[src/design/cpf_pkg.sv]
// Shared types, constants and the byte-wise CRC-32 update for the packet framer.
package cpf_pkg;

	localparam logic [31:0] CrcPoly     = 32'hEDB8_8320;
	localparam logic [31:0] CrcInit     = 32'hFFFF_FFFF;
	localparam logic [7:0]  MarkS       = 8'h53;
	localparam logic [7:0]  MarkT       = 8'h54;
	localparam int          HeaderBytes = 18;
	localparam int          WordBits    = 32;
	localparam int          NumWordPorts = 7;

	typedef struct packed {
		logic load;
		logic emit_data;
		logic emit_crc;
	} cpf_cmd_t;

	typedef struct packed {
		logic data_last;
		logic crc_last;
	} cpf_sts_t;

	function automatic logic [31:0] crc_feed(input logic [31:0] crc, input logic [7:0] data);
		logic [31:0] c;
		c = crc ^ {24'h0, data};
		for (int k = 0; k < 8; k++) begin
			c = c[0] ? ((c >> 1) ^ CrcPoly) : (c >> 1);
		end
		return c;
	endfunction

endpackage

[src/design/cpf_ctrl.sv]
// Sequencing state machine of the packet framer: idle, data bytes, CRC bytes.
module cpf_ctrl (
	input  logic             clk,
	input  logic             arst_n,
	input  logic             start,
	input  cpf_pkg::cpf_sts_t sts,
	output cpf_pkg::cpf_cmd_t cmd,
	output logic             busy
);
	import cpf_pkg::*;

	typedef enum logic [2:0] {
		ST_IDLE = 3'b001,
		ST_DATA = 3'b010,
		ST_CRC  = 3'b100
	} state_t;

	state_t state_q, state_d;

	always_comb begin
		state_d       = state_q;
		cmd.load      = 1'b0;
		cmd.emit_data = 1'b0;
		cmd.emit_crc  = 1'b0;
		case (state_q)
			ST_IDLE: begin
				if (start) begin
					cmd.load = 1'b1;
					state_d  = ST_DATA;
				end
			end
			ST_DATA: begin
				cmd.emit_data = 1'b1;
				if (sts.data_last) begin
					state_d = ST_CRC;
				end
			end
			ST_CRC: begin
				cmd.emit_crc = 1'b1;
				if (sts.crc_last) begin
					state_d = ST_IDLE;
				end
			end
			default: begin
				state_d = ST_IDLE;
			end
		endcase
	end

	always_ff @(posedge clk or negedge arst_n) begin
		if (!arst_n) begin
			state_q <= ST_IDLE;
		end else begin
			state_q <= state_d;
		end
	end

	assign busy = (state_q != ST_IDLE);

endmodule

[src/design/cpf_dpath.sv]
// Datapath of the packet framer: frame shift register, CRC register and output word.
module cpf_dpath #(
	parameter int MAX_PAYLOAD_WORDS = 7
) (
	input  logic              clk,
	input  logic              arst_n,
	input  cpf_pkg::cpf_cmd_t cmd,
	output cpf_pkg::cpf_sts_t sts,
	input  logic              version_we,
	input  logic [7:0]        version_wdata,
	input  logic [7:0]        type_code,
	input  logic [31:0]       sequence_req,
	input  logic [63:0]       device_time,
	input  logic [2:0]        payload_words,
	input  logic [cpf_pkg::NumWordPorts-1:0][31:0] words_in,
	output logic [7:0]        frame_byte,
	output logic              end_of_frame,
	output logic              strobe
);
	import cpf_pkg::*;

	localparam int MaxBytes = HeaderBytes + 4 * MAX_PAYLOAD_WORDS;
	localparam int FrameW   = 8 * MaxBytes;
	localparam int CntW     = $clog2(MaxBytes);

	logic [7:0]        version_q;
	logic [FrameW-1:0] shift_q;
	logic [FrameW-1:0] frame_load;
	logic [CntW-1:0]   rem_q;
	logic [1:0]        crc_idx_q;
	logic [31:0]       crc_q;
	logic [7:0]        byte_q;
	logic              eof_q;
	logic              strobe_q;
	logic [2:0]        words_sat;
	logic [15:0]       length_bytes;

	// Counts above the configured maximum are clamped; length and payload follow.
	assign words_sat = (payload_words > 3'(MAX_PAYLOAD_WORDS)) ?
		3'(MAX_PAYLOAD_WORDS) : payload_words;
	assign length_bytes = {11'h0, words_sat, 2'b00};

	// The whole frame body is laid out least significant byte first.
	always_comb begin
		frame_load = '0;
		frame_load[8*HeaderBytes-1:0] = {device_time, sequence_req, length_bytes,
			type_code, version_q, MarkT, MarkS};
		for (int i = 0; i < MAX_PAYLOAD_WORDS; i++) begin
			frame_load[8*HeaderBytes + WordBits*i +: WordBits] = words_in[i];
		end
	end

	always_ff @(posedge clk or negedge arst_n) begin
		if (!arst_n) begin
			version_q <= 8'd1;
		end else if (version_we) begin
			version_q <= version_wdata;
		end
	end

	always_ff @(posedge clk or negedge arst_n) begin
		if (!arst_n) begin
			rem_q     <= '0;
			crc_idx_q <= '0;
			strobe_q  <= 1'b0;
			eof_q     <= 1'b0;
		end else begin
			strobe_q <= cmd.emit_data | cmd.emit_crc;
			eof_q    <= cmd.emit_crc & (crc_idx_q == 2'd3);
			if (cmd.load) begin
				rem_q     <= CntW'(HeaderBytes - 1) + CntW'({words_sat, 2'b00});
				crc_idx_q <= '0;
			end else begin
				if (cmd.emit_data) begin
					rem_q <= rem_q - 1'b1;
				end
				if (cmd.emit_crc) begin
					crc_idx_q <= crc_idx_q + 1'b1;
				end
			end
		end
	end

	always_ff @(posedge clk) begin
		if (cmd.load) begin
			shift_q <= frame_load;
			crc_q   <= CrcInit;
		end else if (cmd.emit_data) begin
			shift_q <= shift_q >> 8;
			crc_q   <= crc_feed(crc_q, shift_q[7:0]);
			byte_q  <= shift_q[7:0];
		end else if (cmd.emit_crc) begin
			// The trailer goes out inverted, low byte first.
			crc_q  <= crc_q >> 8;
			byte_q <= ~crc_q[7:0];
		end
	end

	assign sts.data_last = (rem_q == '0);
	assign sts.crc_last  = (crc_idx_q == 2'd3);

	assign frame_byte   = byte_q;
	assign end_of_frame = eof_q;
	assign strobe       = strobe_q;

endmodule

[src/design/crc32_packet_framer_top.sv]
// Top level of the CRC-32 packet framer: controller and datapath.
//
//  Channel  | Handshake                  | Payload
//  ---------+----------------------------+------------------------------------------
//  packet   | start in, busy out         | type_code, sequence_req, device_time,
//           |                            | payload_words, word_0 .. word_6
//  frame    | strobe out                 | frame_byte, end_of_frame
//  config   | version_we in              | version_wdata
//
// A packet word is taken at a clock edge with start high and busy low.
// It then gives 22 + 4 * words frame bytes, one per cycle, the first one after the
// state register and then the output byte register; busy falls with the last byte,
// so a new packet is taken only once the last byte of the one before is out. The
// pace is set by the byte-wide CRC update and the single output byte register.
// Reset clears the sequencer and sets the version byte to 1. The receiver cannot
// stall: each byte is valid for exactly the one cycle that strobe is high.
module crc32_packet_framer_top #(
	parameter int MAX_PAYLOAD_WORDS = 7
) (
	input  logic        clk,
	input  logic        arst_n,
	input  logic        start,
	output logic        busy,
	input  logic [7:0]  type_code,
	input  logic [31:0] sequence_req,
	input  logic [63:0] device_time,
	input  logic [2:0]  payload_words,
	input  logic [31:0] word_0,
	input  logic [31:0] word_1,
	input  logic [31:0] word_2,
	input  logic [31:0] word_3,
	input  logic [31:0] word_4,
	input  logic [31:0] word_5,
	input  logic [31:0] word_6,
	input  logic        version_we,
	input  logic [7:0]  version_wdata,
	output logic [7:0]  frame_byte,
	output logic        end_of_frame,
	output logic        strobe
);
	import cpf_pkg::*;

	cpf_cmd_t cmd;
	cpf_sts_t sts;
	logic [NumWordPorts-1:0][31:0] words_in;

	assign words_in = {word_6, word_5, word_4, word_3, word_2, word_1, word_0};

	cpf_ctrl u_ctrl (
		.clk    (clk),
		.arst_n (arst_n),
		.start  (start),
		.sts    (sts),
		.cmd    (cmd),
		.busy   (busy)
	);

	cpf_dpath #(
		.MAX_PAYLOAD_WORDS (MAX_PAYLOAD_WORDS)
	) u_dpath (
		.clk           (clk),
		.arst_n        (arst_n),
		.cmd           (cmd),
		.sts           (sts),
		.version_we    (version_we),
		.version_wdata (version_wdata),
		.type_code     (type_code),
		.sequence_req  (sequence_req),
		.device_time   (device_time),
		.payload_words (payload_words),
		.words_in      (words_in),
		.frame_byte    (frame_byte),
		.end_of_frame  (end_of_frame),
		.strobe        (strobe)
	);

endmodule
[config.mk]
export PLATFORM = sky130hd
export DESIGN_NAME = crc32_packet_framer_top
export DESIGN_NICKNAME = d
export VERILOG_FILES = /design/src/design/cpf_pkg.sv /design/src/design/cpf_ctrl.sv /design/src/design/cpf_dpath.sv /design/src/design/crc32_packet_framer_top.sv
export SDC_FILE = /design/constraint.sdc
export NUM_CORES = 1
export LEC_CHECK = 0
export BUFFER_PORTS_ARGS = -buffer_cell sky130_fd_sc_hd__buf_2
export CORE_MARGIN = 1.5
export CORE_UTILIZATION = 59
export DETAILED_ROUTE_END_ITERATION = 8
export GPL_TIMING_DRIVEN = 1
export PLACE_DENSITY = 0.91
export SKIP_LAST_GASP = 1
export SLEW_MARGIN = 20
export SYNTH_ARGS = -nofsm -noshare
export SYNTH_HDL_FRONTEND = slang
export SYNTH_SLANG_ARGS = --single-unit
[constraint.sdc]
create_clock -name clk -period 25.6 [get_ports clk]
set_input_delay 2.56 -clock clk [delete_from_list [all_inputs] [get_ports clk]]
set_output_delay 2.56 -clock clk [all_outputs]
set_load 0.05 [all_outputs]
==> results of run 1 <==
-- final timing paths --
path	from	end	slack [ns]	cells after the start
setup / recovery	start	u_dpath.shift_q[194]$_DFFE_PP_	20.23	5
hold / removal	u_dpath.shift_q[11]$_SDFFE_PP0N_	u_dpath.shift_q[11]$_SDFFE_PP0N_	0.46	2
setup reg to reg	u_ctrl.state_q[2]$_DFFE_PN0P_	u_dpath.shift_q[194]$_DFFE_PP_	21.88	4
hold reg to reg	u_dpath.shift_q[11]$_SDFFE_PP0N_	u_dpath.shift_q[11]$_SDFFE_PP0N_	0.46	2
max in group asynchronous	arst_n	u_dpath.version_q[0]$_DFFE_PN1P_	23.19	1
min in group asynchronous	arst_n	u_ctrl.state_q[2]$_DFFE_PN0P_	2.02	1
-- state kept, by name, summed over array words and instances, names as in the netlist --
| register | flops |
|---|---|
| u_dpath.crc_idx_q | 2 |
| u_dpath.frame_byte | 8 |
| u_dpath.rem_q | 6 |
| u_dpath.crc_q | 32 |
| u_dpath.end_of_frame | 1 |
| u_dpath.shift_q | 368 |
| u_dpath.version_q | 8 |
| u_ctrl.state_q | 3 |
| u_dpath.strobe | 1 |
-- cell usage after synthesis, drive strengths merged, types with 3 or more instances --
master / number
edfxtp: 347
a22o: 328
clkbuf: 92
nand2: 86
dfxtp: 61
xnor2: 47
a21oi: 45
o21ai: 41
nor2: 20
dfrtp: 19
xor2: 15
nand3: 14
o211ai: 13
and2: 11
buf: 10
inv: 9
mux2: 8
nor3: 4
o311ai: 4
a22oi: 3
ha: 3
or3: 3
-- stage by stage --
step | cell area (um2) | util [%] | hold WS, ns | setup slack [ns]
5_1_grt | 21000 | 72.3 | 0.478 | 20.09
6_report | 21000 | 72.3 | 0.456 | 20.23
4_1_cts | 20900 | 72.2 | 0.457 | 20.42
3_5_place_dp | 19500 | 67.3 | 0.447 | 19.86
3_3_place_gp | 19500 | 67.3 | 0.438 | 19.94
2_1_floorplan | 17600 | - | 0.432 | 14.45
-- power by group --
part           internal [mW]  switching [mW]  total, mW
clock                  0.366           0.258      0.624
sequential              1.18           0.134       1.31
combinational          0.317           0.496      0.813
total                   1.86           0.888       2.75
-- cell families (layout without fill, tap and decap cells) --
family	Yosys count	in the layout
multiplexers	8	8
other	0	5
flip-flops	429	429
AND/OR/NAND/NOR	146	146
AO/OA/AOI/OAI	445	445
buffers and inverters	111	449
XOR/XNOR	63	63
adder cells (fa/ha/maj)	3	3
-- final cells by class --
class	instances	area, um2	share of cell area, %
antenna	5	12.5	0.0596
timing repair buffer	361	1880	8.98
multi-input combinational	665	5000	23.8
inverter	9	33.8	0.161
clock inverter	21	181	0.865
clock buffer	58	1220	5.84
tap	384	480	2.29
sequential	429	12200	58.0
-- worst register-to-register path: cells and delay by family (launching register included) --
| family | cells | cell delay, ns |
|---|---|---|
| buffers and inverters | 1 | 0.57 |
| flip-flops | 1 | 0.46 |
| AND/OR/NAND/NOR | 3 | 1.81 |
-- metal layers --
layer / share of wire (%) / wire length, um / track usage [%]
met1: 37 / 16100 / 33.7
met3: 9.8 / 4260 / 7.08
met4: 2.8 / 1210 / 9.08
met2: 50 / 21600 / 46.9
met5: 0.062 / 27 / 0
==> impl_metrics.env, run 1 <==
export IMPL_grt_pass1_wl_um=64600
export IMPL_insertion_delay_ns=0.53
export IMPL_path_buf_inv=2
export IMPL_crit_arrival_ns=5.50
export IMPL_finalHoldViolCount=0
export IMPL_post_route_cells_drive_above_1_share_pct=29.2
export IMPL_final_cell_mix="buf_2 (353), edfxtp_1 (347), a22o_1 (328)"
export IMPL_synth_top_family_by_area="compound AO/OA/AOI/OAI gates"
export IMPL_p_leak_nw=8.16
export IMPL_synth_compound_area_share_pct=20.2
export IMPL_num_io_pins=354
export IMPL_min_period_ns=5.37
export IMPL_wl_per_cell_um=22.4
export IMPL_numCtsBuffers=43
export IMPL_crit_path_max_fanout=199
export IMPL_firstDrtPassIters=5
export IMPL_syn_area_per_cell_um2=14.6
export IMPL_synth_main_ff_cell="edfxtp_1"
export IMPL_nFillCells=1795
export IMPL_fin_setup_tns_ns=0
export IMPL_max_freq_mhz=186
export IMPL_synth_edf_count=347
export IMPL_grt_setup_unrepaired="false"
export IMPL_overflow=0
export IMPL_netlist_area_leader_share_pct=59.3
export IMPL_yosys_area_share_adder_pct=0.214
export IMPL_place_congestion=0.858
export IMPL_yosysUniqueCellTypes=45
export IMPL_yosys_warnings=0
export IMPL_maxCapViolations=0
export IMPL_slew_headroom_pct=11.3
export IMPL_postSynthCellCount=1205
export IMPL_start_util_pct=60.5
export IMPL_synth_xor_area_share_pct=3.82
export IMPL_core_area_mm2=0.0290
export IMPL_drt_initial_drc_count=1209
export IMPL_cts_sinks=429
export IMPL_critPathTopFamily="simple AND/OR/NAND/NOR gates"
export IMPL_slew_viol_final=0
export IMPL_die_area_mm2=0.0308
export IMPL_stdcell_count=1932
export IMPL_cts_root_buf="clkbuf_16"
export IMPL_cts_resized=0
export IMPL_die_w_um=176
export IMPL_syn_area_mm2=0.0176
export IMPL_worst_pin_slew_ns=1.33
export IMPL_cp_required_ns=25.73
export IMPL_ant_nets=0
export IMPL_antenna_found_initial=4
export IMPL_fp_row_count=62
export IMPL_drc=0
export IMPL_layout_nets=1855
export IMPL_layout_commonest_cell="buf_2"
export IMPL_portBuffers=353
export IMPL_muxShareOfSynthArea_pct=0.513
export IMPL_skew_ns=0.0204
export IMPL_hp_class="reg2reg"
export IMPL_placedCellCount=1847
export IMPL_die_y_um=176
export IMPL_netlist_top_cells_area="edfxtp_1 (59%), a22o_1 (16%), dfxtp_1 (7.0%)"
export IMPL_ir_worst_vdd_mv=0.110
export IMPL_pwr_density_cell_mw_per_mm2=131
export IMPL_area_growth_syn_to_layout_pct=19.5
export IMPL_critPathSlowestCell="nand2_4"
export IMPL_crit_type="in2reg"
export IMPL_async_flop_share_pct=4.90
export IMPL_cpPeakStageDelay_ns=0.98
export IMPL_cts_buffer_depth=3
export IMPL_grt_pass1_vias=11900
export IMPL_vias=12000
export IMPL_cts_setup_buffers=0
export IMPL_yosysTopAreaCell="edfxtp_1"
export IMPL_clkTransAtPathRegs_ns=0.07
export IMPL_dp_hpwl_um=26800
export IMPL_setup_viol=0
export IMPL_endpoint_kind="flip-flop"
export IMPL_grt_max_degree=274
export IMPL_finalPower_mw=2.75
export IMPL_cts_tree="yes"
export IMPL_cts_hold_buf=0
export IMPL_synth_nets=1551
export IMPL_routed_wl_um=43300
export IMPL_synth_seq_cells=429
export IMPL_critical_path_cell_chain="buf_2, nor2b_1, nand3_1, nand2_4, buf_12"
export IMPL_finalCritPeriodShare_pct=21.0
export IMPL_cp_start_kind="input pin"
export IMPL_yosys_area_share_simple_pct=3.58
export IMPL_track_usage_pct=27.3
export IMPL_htreeDepth=2
export IMPL_ys_seq_area_share_pct=69.3
export IMPL_outcome="complete, no violations"
export IMPL_drt_vias_per_instance=6.20
Power figures use the tool's default switching activity.
==> run 2, diff against run 1 <==
--- a/config.mk
+++ b/config.mk
@@ -7,10 +7,10 @@
 export LEC_CHECK = 0
 export BUFFER_PORTS_ARGS = -buffer_cell sky130_fd_sc_hd__buf_2
 export CORE_MARGIN = 1.5
-export CORE_UTILIZATION = 59
+export CORE_UTILIZATION = 55
 export DETAILED_ROUTE_END_ITERATION = 8
 export GPL_TIMING_DRIVEN = 1
-export PLACE_DENSITY = 0.91
+export PLACE_DENSITY = 0.86
 export SKIP_LAST_GASP = 1
 export SLEW_MARGIN = 20
 export SYNTH_ARGS = -nofsm -noshare
==> constraint.sdc (replaced) <==
create_clock -name clk -period 5.2 [get_ports clk]
set_input_delay 0.52 -clock clk [delete_from_list [all_inputs] [get_ports clk]]
set_output_delay 0.52 -clock clk [all_outputs]
set_load 0.05 [all_outputs]
==> run 2 against run 1 <==
Critical path depth shrank 1. Non-clock buffer count grew 7. First-iteration DRC count shrank 25%. Total power grew to 5.0 times the previous value. Largest cell class unchanged. Highest routed layer unchanged.
==> impl_metrics.env, run 2 (synthesis gave the netlist of run 1 again) <==
export IMPL_layout_nets=1864
export IMPL_fin_util_pct=67.4
export IMPL_dp_hpwl_um=26800
export IMPL_routed_wl_um=42000
export IMPL_holdWs_ns=0.223
export IMPL_hp_class="in2reg"
export IMPL_htreeDepth=2
export IMPL_antenna_found_initial=19
export IMPL_num_io_pins=354
export IMPL_insertion_delay_ns=0.53
export IMPL_outcome="complete, no violations"
export IMPL_firstDrtPassIters=5
export IMPL_drt_initial_drc_count=905
export IMPL_finalHoldViolCount=0
export IMPL_layout_commonest_cell="buf_2"
export IMPL_final_cell_mix="buf_2 (353), edfxtp_1 (347), a22o_1 (328)"
export IMPL_skew_ns=0.0132
export IMPL_largest_reg_flops=368
export IMPL_grt_max_degree=169
export IMPL_regArea_mm2=0.0122
export IMPL_max_freq_mhz=322
export IMPL_cp_required_ns=5.38
export IMPL_maxCapViolations=0
export IMPL_grt_pass1_wl_um=63600
export IMPL_worst_pin_slew_ns=0.877
export IMPL_crit_type="reg2reg"
export IMPL_ir_worst_vdd_mv=0.433
export IMPL_crit_path_max_fanout=100
export IMPL_drt_vias_per_instance=6.00
export IMPL_post_route_cells_drive_above_1_share_pct=29.6
export IMPL_pwr_density_cell_mw_per_mm2=646
export IMPL_largest_register="u_dpath.shift_q"
export IMPL_cts_buffer_depth=3
export IMPL_multi_input_area_mm2=0.00500
export IMPL_finalCritPeriodShare_pct=59.7
export IMPL_ant_nets=0
export IMPL_slew_headroom_pct=41.5
export IMPL_grt_setup_unrepaired="false"
export IMPL_portBuffers=353
export IMPL_nFillCells=2188
export IMPL_cp_start_kind="flip-flop"
export IMPL_core_area_mm2=0.0315
export IMPL_die_area_mm2=0.0330
export IMPL_track_usage_pct=24.9
export IMPL_start_util_pct=55.8
export IMPL_crit_arrival_ns=3.29
export IMPL_largest_registers="u_dpath.shift_q: 368 flops, u_dpath.crc_q: 32 flops"
export IMPL_cts_sinks=429
export IMPL_fp_row_count=65
export IMPL_overflow=0
export IMPL_setup_viol=0
export IMPL_min_period_ns=3.10
export IMPL_hold_depth=2
export IMPL_die_w_um=182
export IMPL_cts_tree="yes"
export IMPL_endpoint_kind="flip-flop"
export IMPL_cts_root_buf="clkbuf_16"
export IMPL_area_growth_syn_to_layout_pct=20.9
export IMPL_place_congestion=0.878
export IMPL_vias=11800
export IMPL_p_leak_nw=8.27
export IMPL_wl_per_cell_um=21.4
export IMPL_drc=0
export IMPL_r2r_cells=4
export IMPL_numCtsBuffers=45
export IMPL_clkTransAtPathRegs_ns=0.07
export IMPL_fin_setup_tns_ns=0
export IMPL_cts_resized=0
export IMPL_slew_viol_final=0
export IMPL_die_y_um=182
export IMPL_grt_pass1_vias=11600
==> run 2: path summary, 6_finish.rpt <==
check                           slack (ns)                               end                              from
max in group asynchronous             4.31  u_dpath.version_q[0]$_DFFE_PN1P_                            arst_n
worst min register to register        0.45   u_dpath.shift_q[3]$_SDFFE_PP0N_  u_dpath.shift_q[11]$_SDFFE_PP0N_
worst max register to register        2.10     u_dpath.shift_q[55]$_DFFE_PP_     u_ctrl.state_q[2]$_DFFE_PN0P_
worst max-delay path                  2.10     u_dpath.shift_q[55]$_DFFE_PP_     u_ctrl.state_q[2]$_DFFE_PN0P_
min in group asynchronous             0.52    u_dpath.end_of_frame$_DFF_PN0_                            arst_n
worst min-delay path                  0.22  u_dpath.version_q[6]$_DFFE_PN0P_                  version_wdata[6]
==> run 2: final cells by class <==
class                           instances  area share, %
Tap cell                              402           2.37
Inverter                                9          0.159
Antenna cell                            8         0.0943
Clock buffer                           55           5.78
Clock inverter                         29           1.40
Sequential cell                       429           57.3
Multi-Input combinational cell        665           23.6
Timing Repair Buffer                  368           9.28
==> run 2: metal layers <==
metal / up-vias / track usage [%] / share of wire [%]
met4: 18 / 8.87 / 2.8
met3: 95 / 7.90 / 9.8
li1: 5395 / - / -
met2: 508 / 40.4 / 48
met5: - / 0 / 0.29
met1: 5779 / 31.5 / 39
==> run 2: power breakdown <==
part	total (mW)	switching, mW	internal, mW
combinational	3.99	2.40	1.60
sequential	6.43	0.666	5.76
clock	3.28	1.30	1.98
==> run 2: critical path: stages, from the launching register on <==
cell and delay, ns:
dfrtp_1 0.45, nor2b_1 0.33, nand3_1 0.57, nand2_8 0.82
buf_4 0.52
==> run 2: what timing repair did <==
action,4_1_cts,5_1_grt
endpoints found under the hold margin,19,0
hold buffers,1,0
buffers inserted,0,0
==> run 2: metrics by stage <==
stage | std cells | setup WS [ns] | total power, mW | instance area (um2)
global placement | 1872 | 2.05 | 10.2 | 19700
finish | 1965 | 2.10 | 13.7 | 21200
floorplan | 1205 | 1.21 | 9.34 | 17600
detailed placement | 1872 | 1.93 | 10.4 | 19700
global route | 1964 | 1.83 | 14.4 | 21200
CTS | 1957 | 2.06 | 13.8 | 21200
==> run 3, diff against run 2 <==
==> constraint.sdc (replaced) <==
create_clock -name clk -period 3.2 [get_ports clk]
set_input_delay 0.32 -clock clk [delete_from_list [all_inputs] [get_ports clk]]
set_output_delay 0.32 -clock clk [all_outputs]
set_load 0.05 [all_outputs]
==> run 3 against run 2 <==
Flip-flop and latch count unchanged. Critical path depth is 2 higher. Worst setup slack worse by 1.2 ns. Largest power group unchanged. Count of clock-buffer cells in the layout shrank 2. Total power up 65%. Clock skew is 0.0054 ns lower. Clock power up 63%.
==> impl_metrics.env, run 3 (synthesis gave the netlist of run 1 again) <==
export IMPL_slew_viol_final=0
export IMPL_globalRoute_busiestLayer="met2"
export IMPL_pwr_density_cell_mw_per_mm2=1050
export IMPL_largest_registers="u_dpath.shift_q: 368 flops, u_dpath.crc_q: 32 flops"
export IMPL_grt_use_met1_pct=33.1
export IMPL_clkTransAtPathRegs_ns=0.06
export IMPL_hold_depth=2
export IMPL_insertion_delay_ns=0.53
export IMPL_endpoint_kind="flip-flop"
export IMPL_min_from="version_wdata[7]"
export IMPL_crit_path_max_fanout=59
export IMPL_layout_nets=1879
export IMPL_slew_headroom_pct=39.3
export IMPL_hp_class="in2reg"
export IMPL_reg2reg_from="u_ctrl.state_q[0]$_DFFE_PN1P_"
export IMPL_area_growth_syn_to_layout_pct=22.2
export IMPL_holdPathEnd="u_dpath.version_q[7]$_DFFE_PN0P_"
export IMPL_setup_viol=0
export IMPL_cts_buffer_depth=3
export IMPL_cts_tree="yes"
export IMPL_p_leak_nw=8.39
export IMPL_die_y_um=182
export IMPL_antenna_found_initial=12
export IMPL_cts_setup_buffers=0
export IMPL_max_freq_mhz=441
export IMPL_drc=0
export IMPL_firstDrtPassIters=5
export IMPL_vias=11900
export IMPL_ff2ff_setup_slack_ns=0.93
export IMPL_crit_type="reg2reg"
export IMPL_ant_nets=0
export IMPL_post_route_cells_drive_above_1_share_pct=30.5
export IMPL_overflow=0
export IMPL_htreeDepth=2
export IMPL_cp_required_ns=3.62
export IMPL_fin_setup_tns_ns=0
export IMPL_critPathTopFamily="flip-flops"
export IMPL_grt_pass1_vias=11600
export IMPL_final_area_mm2=0.0215
export IMPL_largest_register="u_dpath.shift_q"
export IMPL_outcome="complete, no violations"
export IMPL_worst_pin_slew_ns=0.910
export IMPL_finalHoldViolCount=0
export IMPL_drt_vias_per_instance=6.02
export IMPL_cts_hold_buf=3
export IMPL_track_usage_pct=25.1
export IMPL_die_w_um=182
export IMPL_nFillCells=2095
export IMPL_grt_setup_unrepaired="false"
export IMPL_ir_worst_vdd_mv=0.785
export IMPL_place_congestion=0.856
export IMPL_fin_util_pct=68.2
export IMPL_drt_initial_drc_count=1011
export IMPL_grt_max_degree=191
export IMPL_cpPeakStageDelay_ns=0.67
export IMPL_portBuffers=353
export IMPL_num_io_pins=354
export IMPL_critPathSlowestCell="dfstp_2"
export IMPL_path_buf_inv=1
export IMPL_skew_ns=0.00780
export IMPL_layout_commonest_cell="buf_2"
export IMPL_finalCritPeriodShare_pct=70.8
export IMPL_grt_pass1_wl_um=64100
export IMPL_reg2reg_to="u_dpath.crc_q[20]$_SDFFE_PP1P_"
export IMPL_cp_start_kind="flip-flop"
export IMPL_grt_use_met2_pct=40.3
export IMPL_die_area_mm2=0.0330
export IMPL_numCtsBuffers=44
export IMPL_met3_usage_pct=6.36
export IMPL_largest_reg_flops=368
export IMPL_dp_hpwl_um=27600
export IMPL_min_period_ns=2.27
export IMPL_crit_arrival_ns=2.68
export IMPL_cts_root_buf="clkbuf_16"
export IMPL_critical_path_cell_chain="nor2_1, nand2_2, buf_4, nor3_1, a211oi_1, o21ai_0"
export IMPL_dpl_instance_area_mm2=0.0199
export IMPL_routed_wl_um=42200
export IMPL_core_area_mm2=0.0315
export IMPL_cts_resized=0
export IMPL_final_cell_mix="buf_2 (353), edfxtp_1 (347), a22o_1 (328)"
export IMPL_maxCapViolations=0
export IMPL_wl_per_cell_um=21.3
export IMPL_cts_sinks=429
export IMPL_start_util_pct=55.8
export IMPL_r2r_cells=6
export IMPL_fp_row_count=65
-- run 3: cell count changes in the layout (fill, tap and decap cells not counted), moves of 2 or more --
cell,delta
buf_4,+6
diode_2,+3
clkinv_1,-2
clkbuf_16,-2
buf_12,+8
clkbuf_8,+5
clkbuf_1,-5
dlygate4sd3_1,+2
-- run 3: layer usage --
metal  up-vias  routed length [um]
met2       574               20400
met1      5812               16500
met4         2                1390
li1       5442                   -
met5         -                  13
met3        86                3790
-- run 3: worst max path at each step --
stage,to,slack (ns),start,depth (start not counted)
global route,u_dpath.crc_q[20]$_SDFFE_PP1P_,0.76,u_ctrl.state_q[0]$_DFFE_PN1P_,6
global placement,u_dpath.crc_q[20]$_SDFFE_PP1P_,1.01,u_ctrl.state_q[0]$_DFFE_PN1P_,6
CTS,u_dpath.crc_q[14]$_SDFFE_PP1P_,0.95,u_ctrl.state_q[0]$_DFFE_PN1P_,6
detailed placement,u_dpath.crc_q[14]$_SDFFE_PP1P_,0.97,u_ctrl.state_q[0]$_DFFE_PN1P_,6
floorplan,u_dpath.shift_q[100]$_DFFE_PP_,0.004,u_ctrl.state_q[0]$_DFFE_PN1P_,5
finish,u_dpath.crc_q[20]$_SDFFE_PP1P_,0.93,u_ctrl.state_q[0]$_DFFE_PN1P_,6
-- run 3: area by class of cell --
class | count | area, um2 | area share, %
Sequential cell | 429 | 12200 | 56.7
Multi-Input combinational cell | 665 | 5000 | 23.3
Timing Repair Buffer | 384 | 2190 | 10.2
Clock buffer | 53 | 1230 | 5.72
Tap cell | 402 | 503 | 2.34
Clock inverter | 28 | 307 | 1.43
Inverter | 9 | 33.8 | 0.157
Antenna cell | 11 | 27.5 | 0.128
-- run 3: metrics by stage --
| step | setup WS [ns] | instances | power [mW] | hold WS, ns |
|---|---|---|---|---|
| 5_1_grt | 0.758 | 1978 | 23.6 | 0.0155 |
| 4_1_cts | 0.953 | 1970 | 22.6 | 0.000698 |
| 3_3_place_gp | 1.01 | 1886 | 16.9 | 0.324 |
| 3_5_place_dp | 0.968 | 1886 | 17.2 | 0.332 |
| 6_report | 0.934 | 1981 | 22.6 | 0.0205 |
| 2_1_floorplan | 0.00380 | 1205 | 15.1 | 0.0244 |
-- run 3: where the power goes --
part	switching, mW	internal (mW)
registers	1.06	9.33
logic	4.03	2.82
clock network	2.13	3.22
total	7.21	15.4
